==> config.mk <==
export PLATFORM = sky130hd
export DESIGN_NAME = signed_integer_to_radix_digits_core_flat
export DESIGN_NICKNAME = d
export VERILOG_FILES = /design/src/sv/sird_pkg.sv /design/src/sv/sird_if.sv /design/src/sv/sird_ctrl.sv /design/src/sv/sird_datapath.sv /design/src/sv/signed_integer_to_radix_digits_core.sv /design/src/flat_wrapper.sv
export VERILOG_INCLUDE_DIRS = /design/src /design/src/sv
export SDC_FILE = /design/constraint.sdc
export NUM_CORES = 2
export LEC_CHECK = 0
export ABC_AREA = 1
export BUFFER_PORTS_ARGS = -buffer_cell sky130_fd_sc_hd__buf_4
export CAP_MARGIN = 20
export CORE_MARGIN = 4
export CORE_UTILIZATION = 45
export DETAILED_ROUTE_END_ITERATION = 12
export GPL_ROUTABILITY_DRIVEN = 1
export PLACE_DENSITY_LB_ADDON = 0.2
export SLEW_MARGIN = 10
export SYNTH_ARGS = -nofsm -noshare
export SYNTH_HDL_FRONTEND = slang
export SYNTH_HIERARCHICAL = 1
export SYNTH_SLANG_ARGS = --single-unit
==> constraint.sdc <==
create_clock -name clk -period 15.6 [get_ports clk]
set_input_delay 0.78 -clock clk [delete_from_list [all_inputs] [get_ports clk]]
set_output_delay 0.78 -clock clk [all_outputs]
set_load 0.01 [all_outputs]
==> src/sv/signed_integer_to_radix_digits_core_assert.svh <==
// ============================================================================
// Assertion macros for the radix digit converter
// Shared wrappers for concurrent assertions, clocked on clk and disabled in reset.
// ============================================================================
`ifndef SIGNED_INTEGER_TO_RADIX_DIGITS_CORE_ASSERT_SVH
`define SIGNED_INTEGER_TO_RADIX_DIGITS_CORE_ASSERT_SVH

// Same-cycle implication.
`define SIRD_ASSERT_IMPL(name, ante, cons, msg) \
    name: assert property (@(posedge clk) disable iff (!rst_n) (ante) |-> (cons)) \
        else $error(msg);

// Next-cycle implication.
`define SIRD_ASSERT_NEXT(name, ante, cons, msg) \
    name: assert property (@(posedge clk) disable iff (!rst_n) (ante) |=> (cons)) \
        else $error(msg);

`endif

==> src/sv/sird_pkg.sv <==
// ============================================================================
// Radix digit converter package
// Widths, register indexes, command and status types, and radix tables.
// ============================================================================
package sird_pkg;

    localparam int VALUE_W     = 32;
    localparam int SYMBOL_W    = 8;
    localparam int DIGIT_W     = 4;
    localparam int RADIX_W     = 5;
    localparam int COUNT_W     = 6;
    localparam int IDX_W       = 5;
    localparam int CFG_INDEX_W = 2;
    localparam int CFG_DATA_W  = 64;
    localparam int MAX_RADIX   = 16;
    localparam int MAX_DIGITS  = 32;

    localparam logic [SYMBOL_W-1:0] MINUS_SIGN = 8'h2D;

    localparam logic [CFG_INDEX_W-1:0] REG_RADIX        = 2'd0;
    localparam logic [CFG_INDEX_W-1:0] REG_SYMBOLS_LOW  = 2'd1;
    localparam logic [CFG_INDEX_W-1:0] REG_SYMBOLS_HIGH = 2'd2;

    localparam logic [RADIX_W-1:0] RADIX_RESET = 5'd10;

    // Commands from the controller to the datapath.
    typedef struct packed {
        logic load;
        logic mul;
        logic fix;
        logic push_sign;
        logic push_digit;
    } cmd_t;

    // Status from the datapath to the controller.
    typedef struct packed {
        logic q_next_zero;
        logic cnt_next_full;
        logic negative;
        logic last_digit;
        logic out_free;
    } sts_t;

    function automatic logic [RADIX_W-1:0] clamp_radix(input logic [RADIX_W-1:0] r);
        logic [RADIX_W-1:0] c;
        c = r;
        if (r < RADIX_W'(2))
        begin
            c = RADIX_W'(2);
        end
        else if (r > RADIX_W'(MAX_RADIX))
        begin
            c = RADIX_W'(MAX_RADIX);
        end
        return c;
    endfunction

    // floor(2^32 / r). The estimate it gives is never high and at most one low.
    function automatic logic [VALUE_W-1:0] reciprocal(input logic [RADIX_W-1:0] r);
        logic [VALUE_W-1:0] m;
        case (r)
            5'd2:    m = 32'h8000_0000;
            5'd3:    m = 32'h5555_5555;
            5'd4:    m = 32'h4000_0000;
            5'd5:    m = 32'h3333_3333;
            5'd6:    m = 32'h2AAA_AAAA;
            5'd7:    m = 32'h2492_4924;
            5'd8:    m = 32'h2000_0000;
            5'd9:    m = 32'h1C71_C71C;
            5'd10:   m = 32'h1999_9999;
            5'd11:   m = 32'h1745_D174;
            5'd12:   m = 32'h1555_5555;
            5'd13:   m = 32'h13B1_3B13;
            5'd14:   m = 32'h1249_2492;
            5'd15:   m = 32'h1111_1111;
            5'd16:   m = 32'h1000_0000;
            default: m = 32'h8000_0000;
        endcase
        return m;
    endfunction

endpackage

==> src/sv/sird_if.sv <==
// ============================================================================
// Radix digit converter channels
// Valid/ready channels for the input integer and the output symbols.
// ============================================================================
interface sird_value_if;
    logic                                 valid;
    logic                                 ready;
    logic signed [sird_pkg::VALUE_W-1:0]  value;

    modport source (output valid, output value, input ready);
    modport sink   (input valid, input value, output ready);
endinterface

interface sird_symbol_if;
    logic                           valid;
    logic                           ready;
    logic [sird_pkg::SYMBOL_W-1:0]  symbol;
    logic                           last;

    modport source (output valid, output symbol, output last, input ready);
    modport sink   (input valid, input symbol, input last, output ready);
endinterface

==> src/sv/sird_ctrl.sv <==
// ============================================================================
// Radix digit converter controller
// Sequences load, digit extraction and most-significant-first emission.
// ============================================================================
module sird_ctrl
(
    input  logic            clk,
    input  logic            rst_n,
    input  logic            in_valid,
    output logic            in_ready,
    input  sird_pkg::sts_t  sts,
    output sird_pkg::cmd_t  cmd
);

    typedef enum logic [2:0]
    {
        ST_IDLE,
        ST_MUL,
        ST_FIX,
        ST_SIGN,
        ST_EMIT
    } state_t;

    state_t state_reg;
    state_t state_next;

    always_comb
    begin
        state_next = state_reg;
        cmd        = '0;
        in_ready   = 1'b0;
        case (state_reg)
            ST_IDLE:
            begin
                in_ready = 1'b1;
                if (in_valid)
                begin
                    cmd.load   = 1'b1;
                    state_next = ST_MUL;
                end
            end
            ST_MUL:
            begin
                cmd.mul    = 1'b1;
                state_next = ST_FIX;
            end
            ST_FIX:
            begin
                // The first pass always runs, so zero yields its single digit.
                cmd.fix = 1'b1;
                if (sts.q_next_zero || sts.cnt_next_full)
                begin
                    state_next = sts.negative ? ST_SIGN : ST_EMIT;
                end
                else
                begin
                    state_next = ST_MUL;
                end
            end
            ST_SIGN:
            begin
                if (sts.out_free)
                begin
                    cmd.push_sign = 1'b1;
                    state_next    = ST_EMIT;
                end
            end
            ST_EMIT:
            begin
                if (sts.out_free)
                begin
                    cmd.push_digit = 1'b1;
                    if (sts.last_digit)
                    begin
                        state_next = ST_IDLE;
                    end
                end
            end
            default:
            begin
                state_next = ST_IDLE;
            end
        endcase
    end

    always_ff @(posedge clk or negedge rst_n)
    begin
        if (!rst_n)
        begin
            state_reg <= ST_IDLE;
        end
        else
        begin
            state_reg <= state_next;
        end
    end

endmodule

==> src/sv/sird_datapath.sv <==
// ============================================================================
// Radix digit converter datapath
// Configuration registers, reciprocal divider, digit store and output register.
// ============================================================================
`include "signed_integer_to_radix_digits_core_assert.svh"

module sird_datapath
(
    input  logic                                 clk,
    input  logic                                 rst_n,
    input  logic                                 cfg_write,
    input  logic [sird_pkg::CFG_INDEX_W-1:0]     cfg_index,
    input  logic [sird_pkg::CFG_DATA_W-1:0]      cfg_data,
    input  logic signed [sird_pkg::VALUE_W-1:0]  value,
    input  logic                                 out_ready,
    output logic                                 out_valid,
    output logic [sird_pkg::SYMBOL_W-1:0]        out_symbol,
    output logic                                 out_last,
    input  sird_pkg::cmd_t                       cmd,
    output sird_pkg::sts_t                       sts
);

    localparam int VW = sird_pkg::VALUE_W;
    localparam int RW = sird_pkg::RADIX_W;
    localparam int CW = sird_pkg::COUNT_W;
    localparam int IW = sird_pkg::IDX_W;
    localparam int DW = sird_pkg::DIGIT_W;
    localparam int SW = sird_pkg::SYMBOL_W;

    logic [RW-1:0]                   radix_cfg_reg;
    logic [sird_pkg::CFG_DATA_W-1:0] symbols_low_reg;
    logic [sird_pkg::CFG_DATA_W-1:0] symbols_high_reg;

    logic [VW-1:0]  quotient_reg;
    logic [VW-1:0]  prod_hi_reg;
    logic [VW-1:0]  recip_reg;
    logic [RW-1:0]  radix_reg;
    logic [CW-1:0]  count_reg;
    logic           negative_reg;
    logic [DW-1:0]  digit_store [sird_pkg::MAX_DIGITS];

    logic           out_valid_reg;
    logic [SW-1:0]  out_symbol_reg;
    logic           out_last_reg;

    logic [VW-1:0]     value_u;
    logic [VW-1:0]     magnitude;
    logic [RW-1:0]     radix_eff;
    logic [2*VW-1:0]   product;
    logic [2*RW-1:0]   q_times_r;
    logic [RW-1:0]     rem_est;
    logic              rem_over;
    logic [RW-1:0]     rem_fix;
    logic [VW-1:0]     q_new;
    logic [CW-1:0]     count_inc;
    logic [CW-1:0]     count_dec;
    logic [IW-1:0]     rd_idx;
    logic [2*sird_pkg::CFG_DATA_W-1:0] symbol_table;
    logic              out_free;

    // Configuration registers.
    always_ff @(posedge clk or negedge rst_n)
    begin
        if (!rst_n)
        begin
            radix_cfg_reg    <= sird_pkg::RADIX_RESET;
            symbols_low_reg  <= '0;
            symbols_high_reg <= '0;
        end
        else if (cfg_write)
        begin
            case (cfg_index)
                sird_pkg::REG_RADIX:        radix_cfg_reg    <= cfg_data[RW-1:0];
                sird_pkg::REG_SYMBOLS_LOW:  symbols_low_reg  <= cfg_data;
                sird_pkg::REG_SYMBOLS_HIGH: symbols_high_reg <= cfg_data;
                default:                    ;
            endcase
        end
    end

    assign value_u   = value;
    assign magnitude = value_u[VW-1] ? (VW'(0) - value_u) : value_u;
    assign radix_eff = sird_pkg::clamp_radix(radix_cfg_reg);

    assign product = {{VW{1'b0}}, quotient_reg} * {{VW{1'b0}}, recip_reg};

    // The estimated quotient is exact or one low, so the estimated remainder
    // is below twice the radix and fits in RW bits; one correction step suffices.
    assign q_times_r = {{RW{1'b0}}, prod_hi_reg[RW-1:0]} * {{RW{1'b0}}, radix_reg};
    assign rem_est   = quotient_reg[RW-1:0] - q_times_r[RW-1:0];
    assign rem_over  = (rem_est >= radix_reg);
    assign rem_fix   = rem_over ? (rem_est - radix_reg) : rem_est;
    assign q_new     = prod_hi_reg + {{(VW-1){1'b0}}, rem_over};

    assign count_inc = count_reg + CW'(1);
    assign count_dec = count_reg - CW'(1);
    assign rd_idx    = count_dec[IW-1:0];

    // Digit d selects byte d of the combined sixteen-symbol alphabet.
    assign symbol_table = {symbols_high_reg, symbols_low_reg};

    assign out_free = !out_valid_reg || out_ready;

    always_ff @(posedge clk or negedge rst_n)
    begin
        if (!rst_n)
        begin
            quotient_reg  <= '0;
            count_reg     <= '0;
            negative_reg  <= 1'b0;
            out_valid_reg <= 1'b0;
        end
        else
        begin
            if (cmd.load)
            begin
                quotient_reg <= magnitude;
                count_reg    <= '0;
                negative_reg <= value_u[VW-1];
            end
            else if (cmd.fix)
            begin
                quotient_reg <= q_new;
                count_reg    <= count_inc;
            end
            else if (cmd.push_digit)
            begin
                count_reg <= count_dec;
            end

            if (cmd.push_sign || cmd.push_digit)
            begin
                out_valid_reg <= 1'b1;
            end
            else if (out_ready)
            begin
                out_valid_reg <= 1'b0;
            end
        end
    end

    always_ff @(posedge clk)
    begin
        if (cmd.load)
        begin
            radix_reg <= radix_eff;
            recip_reg <= sird_pkg::reciprocal(radix_eff);
        end
        if (cmd.mul)
        begin
            prod_hi_reg <= product[2*VW-1:VW];
        end
        if (cmd.fix)
        begin
            digit_store[count_reg[IW-1:0]] <= rem_fix[DW-1:0];
        end
        if (cmd.push_sign)
        begin
            out_symbol_reg <= sird_pkg::MINUS_SIGN;
            out_last_reg   <= 1'b0;
        end
        else if (cmd.push_digit)
        begin
            out_symbol_reg <= symbol_table[{digit_store[rd_idx], 3'b000} +: SW];
            out_last_reg   <= (count_reg == CW'(1));
        end
    end

    assign out_valid  = out_valid_reg;
    assign out_symbol = out_symbol_reg;
    assign out_last   = out_last_reg;

    assign sts.q_next_zero   = (q_new == '0);
    assign sts.cnt_next_full = (count_inc == CW'(sird_pkg::MAX_DIGITS));
    assign sts.negative      = negative_reg;
    assign sts.last_digit    = (count_reg == CW'(1));
    assign sts.out_free      = out_free;

    `SIRD_ASSERT_IMPL(a_cmd_onehot, 1'b1, $onehot0(cmd), "sird: overlapping commands")
    `SIRD_ASSERT_IMPL(a_rem_bound, cmd.fix, ({1'b0, rem_est} < {radix_reg, 1'b0}),
        "sird: quotient estimate off by more than one")
    `SIRD_ASSERT_IMPL(a_push_free, (cmd.push_sign || cmd.push_digit), out_free,
        "sird: symbol pushed over an untaken symbol")
    `SIRD_ASSERT_IMPL(a_emit_count, cmd.push_digit, (count_reg != '0),
        "sird: digit emitted with an empty store")

endmodule

==> src/sv/signed_integer_to_radix_digits_core.sv <==
// ============================================================================
// Signed integer to radix digits
// Converts a signed 32-bit integer to symbols in radix 2..16, sign first.
// ============================================================================
//
//  Channel   Dir   Payload                 Transaction
//  number    in    value[31:0] signed      one integer
//  digits    out   symbol[7:0], last       one symbol, last on the final one
//  cfg       in    cfg_index[1:0], data    one register write, no handshake
//
// Division runs a load, then one reciprocal multiply and one correction per
// digit; emission then gives one symbol per cycle while the output register
// is free, with a minus sign first for a negative integer.
// A new integer is accepted once the final symbol sits in the output register.
// Emission stalls while the output register holds a symbol not yet taken.
// Reset clears control state and loads radix 10 and an all-zero alphabet.
//
module signed_integer_to_radix_digits_core
(
    input  logic                              clk,
    input  logic                              rst_n,
    sird_value_if.sink                        number,
    sird_symbol_if.source                     digits,
    input  logic                              cfg_write,
    input  logic [sird_pkg::CFG_INDEX_W-1:0]  cfg_index,
    input  logic [sird_pkg::CFG_DATA_W-1:0]   cfg_data
);

    sird_pkg::cmd_t cmd;
    sird_pkg::sts_t sts;

    sird_ctrl u_ctrl
    (
        .clk      (clk),
        .rst_n    (rst_n),
        .in_valid (number.valid),
        .in_ready (number.ready),
        .sts      (sts),
        .cmd      (cmd)
    );

    sird_datapath u_datapath
    (
        .clk        (clk),
        .rst_n      (rst_n),
        .cfg_write  (cfg_write),
        .cfg_index  (cfg_index),
        .cfg_data   (cfg_data),
        .value      (number.value),
        .out_ready  (digits.ready),
        .out_valid  (digits.valid),
        .out_symbol (digits.symbol),
        .out_last   (digits.last),
        .cmd        (cmd),
        .sts        (sts)
    );

endmodule

==> src/flat_wrapper.sv <==
// flat-port wrapper written by rule: the top's interface ports become plain ports
module signed_integer_to_radix_digits_core_flat 
  (clk, rst_n, cfg_write, cfg_index, cfg_data, number_valid, number_value, number_ready, digits_valid, digits_symbol, digits_last, digits_ready);
  sird_value_if number_i ();
  sird_symbol_if digits_i ();
  input  logic clk;
  input  logic rst_n;
  input  logic cfg_write;
  input  logic [sird_pkg::CFG_INDEX_W-1:0] cfg_index;
  input  logic [sird_pkg::CFG_DATA_W-1:0] cfg_data;
  input wire logic [$bits(number_i.valid)-1:0] number_valid;
  input wire logic [$bits(number_i.value)-1:0] number_value;
  output wire logic [$bits(number_i.ready)-1:0] number_ready;
  output wire logic [$bits(digits_i.valid)-1:0] digits_valid;
  output wire logic [$bits(digits_i.symbol)-1:0] digits_symbol;
  output wire logic [$bits(digits_i.last)-1:0] digits_last;
  input wire logic [$bits(digits_i.ready)-1:0] digits_ready;
  assign number_i.valid = number_valid;
  assign number_i.value = number_value;
  assign number_ready = number_i.ready;
  assign digits_valid = digits_i.valid;
  assign digits_symbol = digits_i.symbol;
  assign digits_last = digits_i.last;
  assign digits_i.ready = digits_ready;
  signed_integer_to_radix_digits_core u_core (.clk(clk), .rst_n(rst_n), .number(number_i), .digits(digits_i), .cfg_write(cfg_write), .cfg_index(cfg_index), .cfg_data(cfg_data));
endmodule
==> metrics.txt <==
status=completed; count leader, synth=inv_1; Commonest cells post-synth=inv_1, nand2_1, fa_1; Critical Path Start Type=flop; Setup Buffers After CTS=0; vias in the first global route=roughly 42000; drt via density=5.24; Syn Area/Cell=around 8.4 um^2; syn_nets=about 7400; final worst slack=about 7.3 ns; CTS clk-pin slew, worst paths=roughly 0.080 ns; Buffers & Inverters on Critical Path=3; first-pass GRT wire length=around 260 mm; HP Class=in2async; antenna violations before repair=2; crit path max fanout=23; Skew-Pair Late Insertion Delay=between 0.6 and 0.7 ns; 1st-pass router iterations=5; Tmin final=8.29 ns; final net count=around 7400; global-route usage over all layers=0.292; CP Data Arrival Time=between 8 and 9 ns; antenna-violating nets left=0; CP Cell Sequence=nand2_1, inv_1, fa_1, fa_1, inv_1, fa_1, fa_1, inv_1, fa_1, fa_1, fa_1, fa_1, ha_1, nand2_1, nand2_1, a31oi_1, o21ai_0, a21o_1, a21oi_1, o21ai_0, xor2_1; Yosys warning count=6; Overflow after GRT=0; Yosys reg bits=372; port bufs=113; GP Congestion=a little under 1; H-tree depth=2; fmax=121 MHz; kind of critical path=reg2reg; post-synthesis sequential area ratio=0.199; Post-synth EDFFs=187; setup TNS=0 ns; max cap viols=0; CTS tree=done; endpoints failing setup=0; Most used DFF post-synth=edfxtp_1; Cells after Synth=approximately 6100; Final Hold Viols=0; cell row count=123; Crit. End Element=flop; CTS max path bufs=3; WL final=173 mm; Worst Path Required=~16 ns; worst slew pin tran=approximately 1.1 ns; core footprint=about 0.11 mm^2; Initial Util=0.454; DIE AREA=0.119 mm^2; post-placement setup slack=7.47 ns; DIE WIDTH=approximately 350 um; async set or reset register ratio after synthesis=0.473; Setup Skew=~0.029 ns; Tcrit/Tclk final=0.531; DIE HEIGHT=~350 um; Synth area leader=fa_1; largest net degree at the start of global routing=a little under 80; Synth top area share=0.351; synth-to-layout area growth=7.08%; First DRT Iteration DRCs=3862; CP peak stage delay=between 0.9 and 1 ns; vias=between 30000 and 40000; WL/cell=roughly 23 um; met2 Use GR=0.470; CTS Hold Bufs=0; synth top area cells=fa_1, inv_1, edfxtp_1, nand2_1, dfrtp_1; Post-DP HPWL=~140 mm; RSZ-0062 raised after global routing=no; synthesized cell area=0.0511 mm^2; busiest grt layer=met2; post-CTS sizing=0; crit-path leading delay family=adder cells; CP max-delay cell=dfrtp_1; cell repeated most along the worst path=fa_1; clk root buf=clkbuf_16; Slew Viols, Final=0; post-detailed-route DRC marker count=0; CTS Sinks=around 370; fill count=between 10000 and 15000; total CTS buffers=41; met3 Resource Use GR=0.0413; Slew HR=0.287; # IOs=114; layout cells sized above 1=0.0506; Cell variety after synth=between 50 and 60; met1 GRT Util=0.402; flip-flop count of the largest register after layout=128
## cell usage in the layout (no fill, tap or decap), drive strengths merged, types with 18 or more instances in the layout
cell type,instances
ha,286
xnor2,35
xor2,53
nand3,284
inv,1632
nor2,251
clkbuf,55
fa,897
buf,183
a21oi,143
nand3b,58
nor3,27
a22oi,18
edfxtp,187
a31oi,26
o21ai,230
dfrtp,174
nand4,30
nand2,1407
## final cells by class
type	count	area [um^2]	area share
multi-input combinational	3838	33800	0.617
sequential	372	10200	0.186
inverter	1631	6120	0.112
tap	1500	1880	0.0343
timing repair buffer	185	1420	0.0259
clock buffer	53	1110	0.0203
clock inverter	22	229	0.00418
antenna	1	2.50	0.0000457
## worst register-to-register path, delay by kind of cell, from the launching register on
| kind | cells | cell delay [ns] |
|---|---|---|
| AO/OA/AOI/OAI | 5 | 1.42 |
| XOR/XNOR | 1 | 0.33 |
| adder cells (fa/ha/maj) | 9 | 4.55 |
| buffers and inverters | 3 | 0.29 |
| flip-flops | 1 | 0.99 |
| AND/OR/NAND/NOR | 3 | 0.47 |
## cells by family (layout without fill, tap and decap cells)
logic type | count (synthesis) | after routing | share of synthesized area
compound gates | 492 | 492 | 0.0539
fa+ha+maj | 1183 | 1183 | 0.421
simple gates | 2073 | 2073 | 0.169
xor+xnor | 88 | 88 | 0.0151
other cells | 0 | 1 | 0
flops | 372 | 372 | 0.199
mux | 2 | 2 | 0.000416
buf+inv | 1863 | 1891 | 0.141
## final timing paths
path / start / to / slack (ns) / cells past startpoint
worst max-delay path: u_core/u_datapath/quotient_reg[14] / u_core/u_datapath/prod_hi_reg[16] / 7.31 / 21
worst min-delay path: rst_n / u_core/u_datapath/quotient_reg[22] / 0.20 / 1
worst max register to register: u_core/u_datapath/quotient_reg[14] / u_core/u_datapath/prod_hi_reg[16] / 7.31 / 21
worst min register to register: u_core/u_datapath/out_symbol[4] / u_core/u_datapath/out_symbol[4] / 0.46 / 2
max in group asynchronous: rst_n / u_core/u_datapath/quotient_reg[11] / 14.03 / 2
min in group clk: u_core/u_datapath/out_symbol[4] / u_core/u_datapath/out_symbol[4] / 0.46 / 2
## routing by layer
layer	wire length (um)	share of wire
met1	71100	0.41
met2	80600	0.47
met3	13500	0.078
met4	7790	0.045
met5	0	0
## stage by stage
step / hold slack (ns) / std cells / instance area, um^2 / util
after floorplan: 0.443 / 6073 / 51100 / -
after global placement: 0.448 / 7524 / 53400 / 0.474
after detailed placement: 0.446 / 7525 / 53400 / 0.474
after CTS: 0.193 / 7600 / 54700 / 0.486
after global routing: 0.232 / 7602 / 54800 / 0.486
final: 0.203 / 7602 / 54800 / 0.486
Power is not shown: default switching activity piles up to over one toggle a cycle in this logic, so the estimate is an artifact.
